[config.mk]
export PLATFORM = sky130hd
export DESIGN_NAME = quadrature_sum_sqrt
export DESIGN_NICKNAME = d
export VERILOG_FILES = /design/src/sv/qss_pkg.sv /design/src/sv/qss_square.sv /design/src/sv/qss_root_stage.sv /design/src/sv/quadrature_sum_sqrt.sv
export VERILOG_INCLUDE_DIRS = /design/src /design/src/sv
export SDC_FILE = /design/constraint.sdc
export NUM_CORES = 2
export LEC_CHECK = 0
export ABC_AREA = 1
export BUFFER_PORTS_ARGS = -buffer_cell sky130_fd_sc_hd__buf_2
export CAP_MARGIN = 20
export CORE_MARGIN = 4
export CORE_UTILIZATION = 40
export CTS_CLUSTER_DIAMETER = 60
export CTS_CLUSTER_SIZE = 14
export DETAILED_ROUTE_END_ITERATION = 7
export GPL_TIMING_DRIVEN = 0
export PLACE_DENSITY = 0.62
export SYNTH_ARGS = -nofsm -noshare
export SYNTH_HDL_FRONTEND = slang
export SYNTH_SLANG_ARGS = --single-unit
[constraint.sdc]
create_clock -name i_clk -period 5.65 [get_ports i_clk]
set_clock_uncertainty 0.2 [all_clocks]
set_input_delay 0.2825 -clock i_clk [delete_from_list [all_inputs] [get_ports i_clk]]
set_output_delay 0.2825 -clock i_clk [all_outputs]
set_load 0.01 [all_outputs]
[src/sv/quadrature_sum_sqrt_assert.svh]
// Assertion macros for the quadrature sum / square root pipeline.
// Included by the RTL files that carry concurrent checks; no other dependencies.
`ifndef QUADRATURE_SUM_SQRT_ASSERT_SVH
`define QUADRATURE_SUM_SQRT_ASSERT_SVH

// Same-cycle implication, disabled while reset is asserted.
`define QSS_ASSERT_NOW(label, clk, rst_n, ante, cons) \
    label: assert property (@(posedge clk) disable iff (!(rst_n)) (ante) |-> (cons)) \
        else $error("qss check failed");

// Next-cycle implication, disabled while reset is asserted.
`define QSS_ASSERT_NEXT(label, clk, rst_n, ante, cons) \
    label: assert property (@(posedge clk) disable iff (!(rst_n)) (ante) |=> (cons)) \
        else $error("qss check failed");

`endif

[src/sv/qss_pkg.sv]
// Shared widths, item type and root step table for the quadrature sum pipeline.
// No dependencies.
`timescale 1ns / 1ps

package qss_pkg;

    localparam int VALUE_W    = 32;       // input magnitude width
    localparam int MAG_W      = 16;       // magnitude bits that take part in the square
    localparam int SQ_W       = 2 * MAG_W;
    localparam int SUM_W      = SQ_W + 1;
    localparam int REM_W      = SUM_W + 1; // room for acc + step
    localparam int ROOT_W     = 17;
    localparam int ROOT_STEPS = ROOT_W;    // one result bit per stage

    localparam logic [ROOT_W-1:0] SAT_RESULT = ROOT_W'(17'd65535);
    localparam logic [ROOT_W-1:0] ROOT_MAX   = ROOT_W'(17'd92680);

    typedef struct packed {
        logic             sat;  // an input exceeded 16 bits
        logic [REM_W-1:0] rem;  // remainder of the radicand
        logic [REM_W-1:0] acc;  // partial root, scaled
    } t_qss_item;

    // Power of four used by root stage k: 4^(ROOT_STEPS-1-k).
    function automatic logic [REM_W-1:0] step_of(input int k);
        logic [REM_W-1:0] one;
        one = REM_W'(1);
        return one << (2 * (ROOT_STEPS - 1 - k));
    endfunction

endpackage

[src/sv/qss_square.sv]
// Front end: saturation detect, squaring, then the exact 33-bit sum.
// Depends on qss_pkg and quadrature_sum_sqrt_assert.svh.
`timescale 1ns / 1ps
`include "quadrature_sum_sqrt_assert.svh"

module qss_square (
    input  logic                          i_clk,
    input  logic                          i_rst_n,
    input  logic                          i_valid,
    output logic                          o_ready,
    input  logic [qss_pkg::VALUE_W-1:0]   i_first_value,
    input  logic [qss_pkg::VALUE_W-1:0]   i_second_value,
    output logic                          o_valid,
    input  logic                          i_ready,
    output qss_pkg::t_qss_item            o_item
);
    import qss_pkg::*;

    // stage A: squares
    logic            r_valid_a;
    logic            r_sat_a;
    logic [SQ_W-1:0] r_sq_first;
    logic [SQ_W-1:0] r_sq_second;
    // stage B: sum
    logic            r_valid_b;
    t_qss_item       r_item_b;

    logic ready_a;
    logic ready_b;
    logic n_sat;

    assign ready_b = !r_valid_b || i_ready;
    assign ready_a = !r_valid_a || ready_b;
    assign o_ready = ready_a;

    assign n_sat = (|i_first_value[VALUE_W-1:MAG_W]) || (|i_second_value[VALUE_W-1:MAG_W]);

    always_ff @(posedge i_clk) begin
        if (!i_rst_n) begin
            r_valid_a <= 1'b0;
            r_valid_b <= 1'b0;
        end else begin
            if (ready_a) begin
                r_valid_a <= i_valid;
            end
            if (ready_b) begin
                r_valid_b <= r_valid_a;
            end
        end
    end

    always_ff @(posedge i_clk) begin
        if (ready_a && i_valid) begin
            r_sat_a     <= n_sat;
            r_sq_first  <= i_first_value[MAG_W-1:0] * i_first_value[MAG_W-1:0];
            r_sq_second <= i_second_value[MAG_W-1:0] * i_second_value[MAG_W-1:0];
        end
        if (ready_b && r_valid_a) begin
            r_item_b.sat <= r_sat_a;
            r_item_b.rem <= REM_W'(r_sq_first) + REM_W'(r_sq_second);
            r_item_b.acc <= '0;
        end
    end

    assign o_valid = r_valid_b;
    assign o_item  = r_item_b;

    // sum of two 32-bit squares never reaches bit 33
    `QSS_ASSERT_NOW(a_sum_fits, i_clk, i_rst_n, r_valid_b, !r_item_b.rem[REM_W-1])

endmodule

[src/sv/qss_root_stage.sv]
// One digit of the restoring square root: compare, subtract, shift.
// Depends on qss_pkg and quadrature_sum_sqrt_assert.svh.
`timescale 1ns / 1ps
`include "quadrature_sum_sqrt_assert.svh"

module qss_root_stage (
    input  logic                          i_clk,
    input  logic                          i_rst_n,
    input  logic [qss_pkg::REM_W-1:0]     i_step,
    input  logic                          i_valid,
    output logic                          o_ready,
    input  qss_pkg::t_qss_item            i_item,
    output logic                          o_valid,
    input  logic                          i_ready,
    output qss_pkg::t_qss_item            o_item
);
    import qss_pkg::*;

    logic             r_valid;
    t_qss_item        r_item;
    t_qss_item        n_item;
    logic [REM_W-1:0] trial;
    logic             take;

    assign o_ready = !r_valid || i_ready;
    assign take    = i_valid && o_ready;

    always_comb begin
        trial      = i_item.acc + i_step;
        n_item.sat = i_item.sat;
        if (i_item.rem >= trial) begin
            n_item.rem = i_item.rem - trial;
            n_item.acc = (i_item.acc >> 1) + i_step;
        end else begin
            n_item.rem = i_item.rem;
            n_item.acc = i_item.acc >> 1;
        end
    end

    always_ff @(posedge i_clk) begin
        if (!i_rst_n) begin
            r_valid <= 1'b0;
        end else if (o_ready) begin
            r_valid <= i_valid;
        end
    end

    always_ff @(posedge i_clk) begin
        if (take) begin
            r_item <= n_item;
        end
    end

    assign o_valid = r_valid;
    assign o_item  = r_item;

    // remainder only shrinks; partial root never drops below half its old value
    `QSS_ASSERT_NEXT(a_rem_shrinks, i_clk, i_rst_n, take, r_item.rem <= $past(i_item.rem))
    `QSS_ASSERT_NEXT(a_acc_floor, i_clk, i_rst_n, take, r_item.acc >= ($past(i_item.acc) >> 1))

endmodule

[src/sv/quadrature_sum_sqrt.sv]
// Top level: floor(sqrt(a^2 + b^2)) with 16-bit saturation, fully pipelined.
// Depends on qss_pkg, qss_square, qss_root_stage and quadrature_sum_sqrt_assert.svh.
`timescale 1ns / 1ps
`include "quadrature_sum_sqrt_assert.svh"

// Takes two unsigned 32-bit magnitudes per transfer and returns one 17-bit
// result per transfer: the floor of the square root of the exact 33-bit sum of
// their squares (0 to 92680), or 65535 when either input is above 65535.
// Throughput is one transfer per clock while i_ready does not stall the output.
// Squaring and summing each have a register, followed by one restoring-root
// stage per result bit (17 stages), each a single 34-bit compare and subtract.
// Every stage holds its own valid bit and advances whenever the stage after it
// is empty or draining, so bubbles collapse and input keeps flowing while a
// finished result waits in the last stage for i_ready.
module quadrature_sum_sqrt (
    input  logic                          i_clk,
    input  logic                          i_rst_n,
    input  logic                          i_valid,
    output logic                          o_ready,
    input  logic [qss_pkg::VALUE_W-1:0]   i_first_value,
    input  logic [qss_pkg::VALUE_W-1:0]   i_second_value,
    output logic                          o_valid,
    input  logic                          i_ready,
    output logic [qss_pkg::ROOT_W-1:0]    o_root_result
);
    import qss_pkg::*;

    // Link k feeds root stage k; link ROOT_STEPS is the output stage.
    t_qss_item w_item  [ROOT_STEPS+1];
    logic      w_valid [ROOT_STEPS+1];
    logic      w_ready [ROOT_STEPS+1];

    qss_square u_square (
        .i_clk          (i_clk),
        .i_rst_n        (i_rst_n),
        .i_valid        (i_valid),
        .o_ready        (o_ready),
        .i_first_value  (i_first_value),
        .i_second_value (i_second_value),
        .o_valid        (w_valid[0]),
        .i_ready        (w_ready[0]),
        .o_item         (w_item[0])
    );

    // One result bit per stage, MSB first; the power of four is fixed per stage.
    for (genvar k = 0; k < ROOT_STEPS; k++) begin : g_root
        qss_root_stage u_stage (
            .i_clk   (i_clk),
            .i_rst_n (i_rst_n),
            .i_step  (step_of(k)),
            .i_valid (w_valid[k]),
            .o_ready (w_ready[k]),
            .i_item  (w_item[k]),
            .o_valid (w_valid[k+1]),
            .i_ready (w_ready[k+1]),
            .o_item  (w_item[k+1])
        );
    end

    assign w_ready[ROOT_STEPS] = i_ready;
    assign o_valid             = w_valid[ROOT_STEPS];

    // Saturated items bypass the root value.
    assign o_root_result = w_item[ROOT_STEPS].sat ? SAT_RESULT
                                                  : w_item[ROOT_STEPS].acc[ROOT_W-1:0];

    // root of a sum of two 16-bit squares never exceeds 92680
    `QSS_ASSERT_NOW(a_result_range, i_clk, i_rst_n, o_valid, o_root_result <= ROOT_MAX)

endmodule
# After elaboration in Yosys (flattened, before gate mapping)
# Cells that the tools add are included.
[totals] latchBits=0 mem_bits_rw=0 wordCells=237 memories=0 output_inout_bits=19 ff_bits=1208 in_bits=68 rom_bits=0
[op_classes] mul=2 eq_ne=0 n_shift=0 n_reduce_logical=60 bitwise_logic=0 div_mod_pow=0 muxes=18 order_cmp=17 addsub=49
[op_table] operator="68-bit 2-to-1 mux" n=16
[op_table] operator="34-bit greater-or-equal comparator" n=16
[op_table] operator="34-bit subtractor" n=15
[op_table] operator="16-bit by 16-bit multiplier with 32-bit output" n=2
[op_table] operator="33-bit by 11-bit adder with 34-bit output (second input constant)" n=1
[op_table] operator="33-bit by 13-bit adder with 34-bit output (second input constant)" n=1
[op_table] operator="33-bit by 15-bit adder with 34-bit output (second input constant)" n=1
[op_table] operator="33-bit by 17-bit adder with 34-bit output (second input constant)" n=1
[op_table] operator="33-bit by 19-bit adder with 34-bit output (second input constant)" n=1
[op_table] operator="33-bit by 21-bit adder with 34-bit output (second input constant)" n=1
[op_table] operator="33-bit by 23-bit adder with 34-bit output (second input constant)" n=1
[op_table] operator="33-bit by 25-bit adder with 34-bit output (second input constant)" n=1
[op_table] operator="33-bit by 27-bit adder with 34-bit output (second input constant)" n=1
[op_table] operator="33-bit by 29-bit adder with 34-bit output (second input constant)" n=1
[op_table] operator="33-bit by 3-bit adder with 34-bit output (second input constant)" n=1
[op_table] operator="33-bit by 31-bit adder with 34-bit output (second input constant)" n=1
[op_table] operator="33-bit by 5-bit adder with 34-bit output (second input constant)" n=1
[op_table] operator="33-bit by 7-bit adder with 34-bit output (second input constant)" n=1
[op_table] operator="33-bit by 9-bit adder with 34-bit output (second input constant)" n=1
[op_table] operator="34-bit by 1-bit adder with 34-bit output (second input constant)" n=1
[op_table] operator="34-bit by 11-bit adder with 34-bit output (second input constant)" n=1
[op_table] operator="34-bit by 13-bit adder with 34-bit output (second input constant)" n=1
[op_table] operator="34-bit by 15-bit adder with 34-bit output (second input constant)" n=1
[op_table] operator="34-bit by 17-bit adder with 34-bit output (second input constant)" n=1
[op_table] operator="20 further kinds" n=77

# Longest topological paths before layout
[logic_depth] ltp_word=21 mapped_depth=28 mapped_depth_nobuf=26

# Hierarchy
# A second synthesis with hierarchy kept.
[hier_totals] cells_unflattened=30581 hier_area_um2=189282.8
[by_module_without_submodules] module="qss_root_stage (g_root[1].u_stage ...)" cells_per_inst=1630 area_each_um2=9845.7 n_inst=9 seq_area_each_um2=2092.0
[by_module_without_submodules] module="qss_root_stage (g_root[13].u_stage ...)" cells_per_inst=1628 area_each_um2=9801.9 n_inst=4 seq_area_each_um2=2092.0
[by_module_without_submodules] module="qss_root_stage (g_root[0].u_stage ...)" cells_per_inst=1633 area_each_um2=9839.4 n_inst=3 seq_area_each_um2=2092.0
[by_module_without_submodules] module="qss_square" cells_per_inst=2828 area_each_um2=21515.6 n_inst=1 seq_area_each_um2=2952.8
[by_module_without_submodules] module="qss_root_stage (g_root[12].u_stage)" cells_per_inst=1634 area_each_um2=10279.9 n_inst=1 seq_area_each_um2=2092.0
[by_module_without_submodules] module="quadrature_sum_sqrt" cells_per_inst=38 area_each_um2=150.1 n_inst=1 seq_area_each_um2=0.0

# Worst setup path after synthesis
# No wires, ideal clock.
[synth_path] path_kind="in2reg" start="in i_first_value[10] (netlist name)" end="reg u_square.r_sq_first[29], data pin" setup_slack_ps=-328 t_arrival_ps=5519 path_stages=22 setup_time_ps=259 required_ps=5191 path_buffers=2 cell_sequence="clkbuf_1 -> clkbuf_1 -> nand2_1 -> fa_1 -> inv_1 -> fa_1 -> fa_1 -> fa_1 -> fa_1 -> inv_1 -> fa_1 -> inv_1 -> ha_1 -> nand4_1 -> inv_1 -> a21oi_1 -> nand3_1 -> a21o_1 -> a21oi_2 -> o21ai_0 -> nand2_1 -> nand2_1"
[synth_via] elab_chain_len=1
[synth_rtl] item="from (decl)" line_no="quadrature_sum_sqrt.sv:20" text="input logic [qss_pkg::VALUE_W-1:0] i_first_value,"
[synth_rtl] item="16-bit by 16-bit multiplier with 32-bit output" line_no="qss_square.sv:55" text="r_sq_first <= i_first_value[MAG_W-1:0] * i_first_value[MAG_W-1:0];"
[synth_rtl] item="to (signal assigned)" line_no="qss_square.sv:55"
[synth_rtl] item="to (decl)" line_no="qss_square.sv:22" text="logic [SQ_W-1:0] r_sq_first;"
# No other way between the ends.
# A chain may end at the register's enable or synchronous reset.

# Worst setup path in the final report
[layout_path] start="in i_second_value[4] (netlist name)" end="reg u_square.r_sq_second[28], data pin"
[layout_via] elab_chain_len=1
[layout_rtl] item="from (decl)" line_no="quadrature_sum_sqrt.sv:21" text="input logic [qss_pkg::VALUE_W-1:0] i_second_value,"
[layout_rtl] item="16-bit by 16-bit multiplier with 32-bit output" line_no="qss_square.sv:56" text="r_sq_second <= i_second_value[MAG_W-1:0] * i_second_value[MAG_W-1:0];"
[layout_rtl] item="to (signal assigned)" line_no="qss_square.sv:56"
[layout_rtl] item="to (decl)" line_no="qss_square.sv:23" text="logic [SQ_W-1:0] r_sq_second;"
# No other way between the ends.

==> flow_metrics.py <==
metrics = {
    "status": {
        "status": "finished clean",
    },
    "grt": {
        "antenna_found_initial": 1,
        "first_global_vias": 38500,
        "overflow": 0,
        "grt_max_degree": 49,
        "grt_usage": 0.174,
        "grt_pass1_wl_um": 203000,
    },
    "worst_setup_path": {
        "cp.arrival_ns": 5.70,
        "reg2reg_depth": 14,
        "crit_type": "input port to register",
        "cp-end-kind": "register",
        "startpoint_type": "input port",
        "cp_max_fo": 10,
        "required_ns": 5.85,
        "r2r_start": "g_root[10].u_stage.o_item[21]",
        "cp-startpoint": "i_second_value[4]",
    },
    "placed_design": {
        "gp_congestion": 0.909,
        "dp_hpwl_um": 102000,
        "place_ws_ns": -1.21,
        "place_inst": 7437,
        "portBuffers": 69,
    },
    "timing": {
        "fmax_ghz": 0.182,
        "finalCriticalPeriod_ns": 5.50,
        "slew_headroom": 0.364,
        "hold_viol_final": 0,
        "final.period_utilization": 0.973,
        "worst_slew_pin_slew_ns": 0.952,
        "setup_viol": 0,
        "finalWorstSetupSlack_ns": 0.154,
        "rsz0062_at_grt": "yes",
        "drv_slew": 0,
    },
    "routing": {
        "vias": 37600,
        "drc": 0,
        "drtPass1Iterations": 6,
        "wirelength_um": 126000,
        "vias_per_cell": 4.96,
        "wl_per_cell_um": 16.6,
        "postRouteAntennaNets": 0,
        "dr.first_iter.drc_count": 2352,
    },
    "synth": {
        "ys_types": 83,
        "ys_warn_count": 0,
        "synth.avg_cell_area_um2": 10.0,
        "synth.area.top_cells": "edfxtp_1 44%, fa_1 12%, ha_1 9.0%, inv_1 7.7%, nand2_1 5.9%",
        "synth_common_cells": "1134 x inv_1, 869 x nand2_1, 811 x edfxtp_1, 418 x nor2_1, 399 x ha_1",
        "ys_async_sr_fraction": 0,
        "seq_area_frac_synth": 0.445,
        "synth-edff-count": 811,
        "synth-seq-cells": 830,
        "synth.largest_area_cell": "edfxtp_1",
        "syn_inst": 5558,
        "synth_flop_cell": "edfxtp_1",
        "synth_top_cell_area_share": 0.438,
        "synth_area_um2": 55600,
        "synth_most_common_cell": "inv_1",
    },
    "power": {
        "vdd_drop_max_uv": 646,
        "power_density_nw_per_um2": 460,
        "leakage_uw": 0.0272,
    },
    "final_layout": {
        "fin_nets": 6528,
        "layout-drive-gt1-share": 0.0893,
        "layout.cells.non_filler": 7584,
        "area_growth_syn_to_layout_pct": 11.6,
    },
    "clock_tree": {
        "numCtsBuffers": 81,
        "htreeDepth": 3,
        "clk_pin_slew_worst_paths_ns": 0.06,
        "cts_root_buf": "clkbuf_16",
        "insertion_delay_ns": 0.67,
        "cts_buffer_depth": 3,
        "cts_tree": "built",
        "clkSinkCount": 830,
    },
    "worst_hold_path": {
        "hold_path_depth": 4,
        "min_path_type": "input port to register",
        "min_from": "i_second_value[15]",
    },
    "run": {
        "maxCapViolCount": 0,
    },
    "floorplan": {
        "dieArea_um2": 145000,
        "rows": 136,
        "pin_count": 87,
        "die_h_um": 381,
        "fp.dieW_um": 381,
        "start_util": 0.404,
        "design.core.area_um2": 138000,
    },
}
[what timing repair did]
item | CTS | global route
gates cloned | 0 | 0
endpoints found under the setup margin | 21 | 27
pin swaps | 0 | 9
hold buffers | 12 | 0
gates resized for setup | 21 | 79
endpoints found under the hold margin | 19 | 0
setup buffers | 0 | 1
[metrics by stage]
| step | cell area (µm²) | utilization | total power [µW] | hold slack [ns] | setup TNS (ns) |
|---|---|---|---|---|---|
| 5_1_grt | 62100 | 0.450 | 31000 | 0.135 | -0.0564 |
| 6_report | 62100 | 0.450 | 28600 | 0.126 | 0 |
| 3_5_place_dp | 59100 | 0.429 | 22600 | 0.205 | -28.77 |
| 2_1_floorplan | 56100 | - | 19000 | 0.181 | 0 |
| 3_3_place_gp | 58700 | 0.426 | 22500 | 0.202 | -26.98 |
| 4_1_cts | 61900 | 0.449 | 28200 | 0.0938 | 0 |
[worst paths after layout]
check | end | slack, ns
worst min register to register | g_root[5].u_stage.o_item[68] | 0.21
worst min-delay path | u_square.r_sq_second[31] | 0.13
worst max-delay path | u_square.r_sq_second[28] | 0.15
worst max register to register | g_root[11].u_stage.o_item[56] | 2.32
[report_power, final]
part / leakage, µW / internal (µW) / total (µW) / switching (µW)
registers: 0.00753 / 7830 / 7980 / 148
logic: 0.0184 / 6040 / 15200 / 9190
clock network: 0.00126 / 2930 / 5350 / 2420
total: 0.0272 / 16800 / 28600 / 11800
[layout by cell type, fill, tap and decap left out, types with 58 or more instances in the layout]
cell type / synthesis / layout
inv_1: 1134 / 1125
nand2_1: 869 / 867
edfxtp_1: 811 / 811
nor2_1: 418 / 409
ha_1: 399 / 386
fa_1: 327 / 325
a21oi_1: 299 / 282
o21ai_0: 199 / 195
xor2_1: 189 / 189
xnor2_1: 111 / 111
nand3_1: 100 / 97
clkbuf_16: 0 / 81
buf_2: 13 / 78
nor4_1: 73 / 71
nor3_1: 65 / 64
or2_2: 58 / 58
[sequential cells by signal (all words and copies together) (netlist names)]
name	cells
u_square.o_item	34
u_square.r_sq_first	31
u_square.r_valid_a	1
g_root.u_stage.o_valid	17
u_square.o_valid	1
g_root.u_stage.o_item	714
u_square.r_sat_a	1
u_square.r_sq_second	31
[routing by layer]
layer,GRT usage,share of wire
met2,0.321,0.52
met3,0.0224,0.039
met4,0.0413,0.021
met5,0,0
met1,0.215,0.42
[cell type report]
type                    count  area (µm²)
clock buffers             106        2140
repair buffers             97         841
multi-input cells        3491       26600
inverters                1146        4310
plain buffers              87         758
well taps                1794        2240
clock inverters            32         499
flip-flops and latches    830       24700
fillers                 12800       75700
diodes                      1        2.50
[critical path, cell delays in order]
cell	delay, ns
buf_2	0.14
buf_6	0.15
clkbuf_8	0.18
nand2_1	0.07
inv_1	0.07
fa_1	0.55
inv_1	0.06
fa_1	0.53
inv_1	0.05
fa_1	0.54
fa_1	0.45
fa_1	0.55
inv_1	0.05
fa_1	0.55
inv_1	0.07
ha_4	0.27
a21oi_4	0.16
o21ai_0	0.12
o21ai_1	0.17
nand3_2	0.13
a31o_2	0.28
nand2_1	0.06
nand2_1	0.06
xor2_1	0.14
[logic make-up after synthesis]
kind of cell | after synthesis | synth area share
AND/OR/NAND/NOR | 1733 | 0.139
buffers and inverters | 1238 | 0.0852
flip-flops | 830 | 0.445
AO/OA/AOI/OAI | 727 | 0.0759
adder cells (fa/ha/maj) | 726 | 0.207
XOR/XNOR | 301 | 0.0475
multiplexers | 2 | 0.000405
other | 1 | 0.0000674
Power figures use the tool's default switching activity.
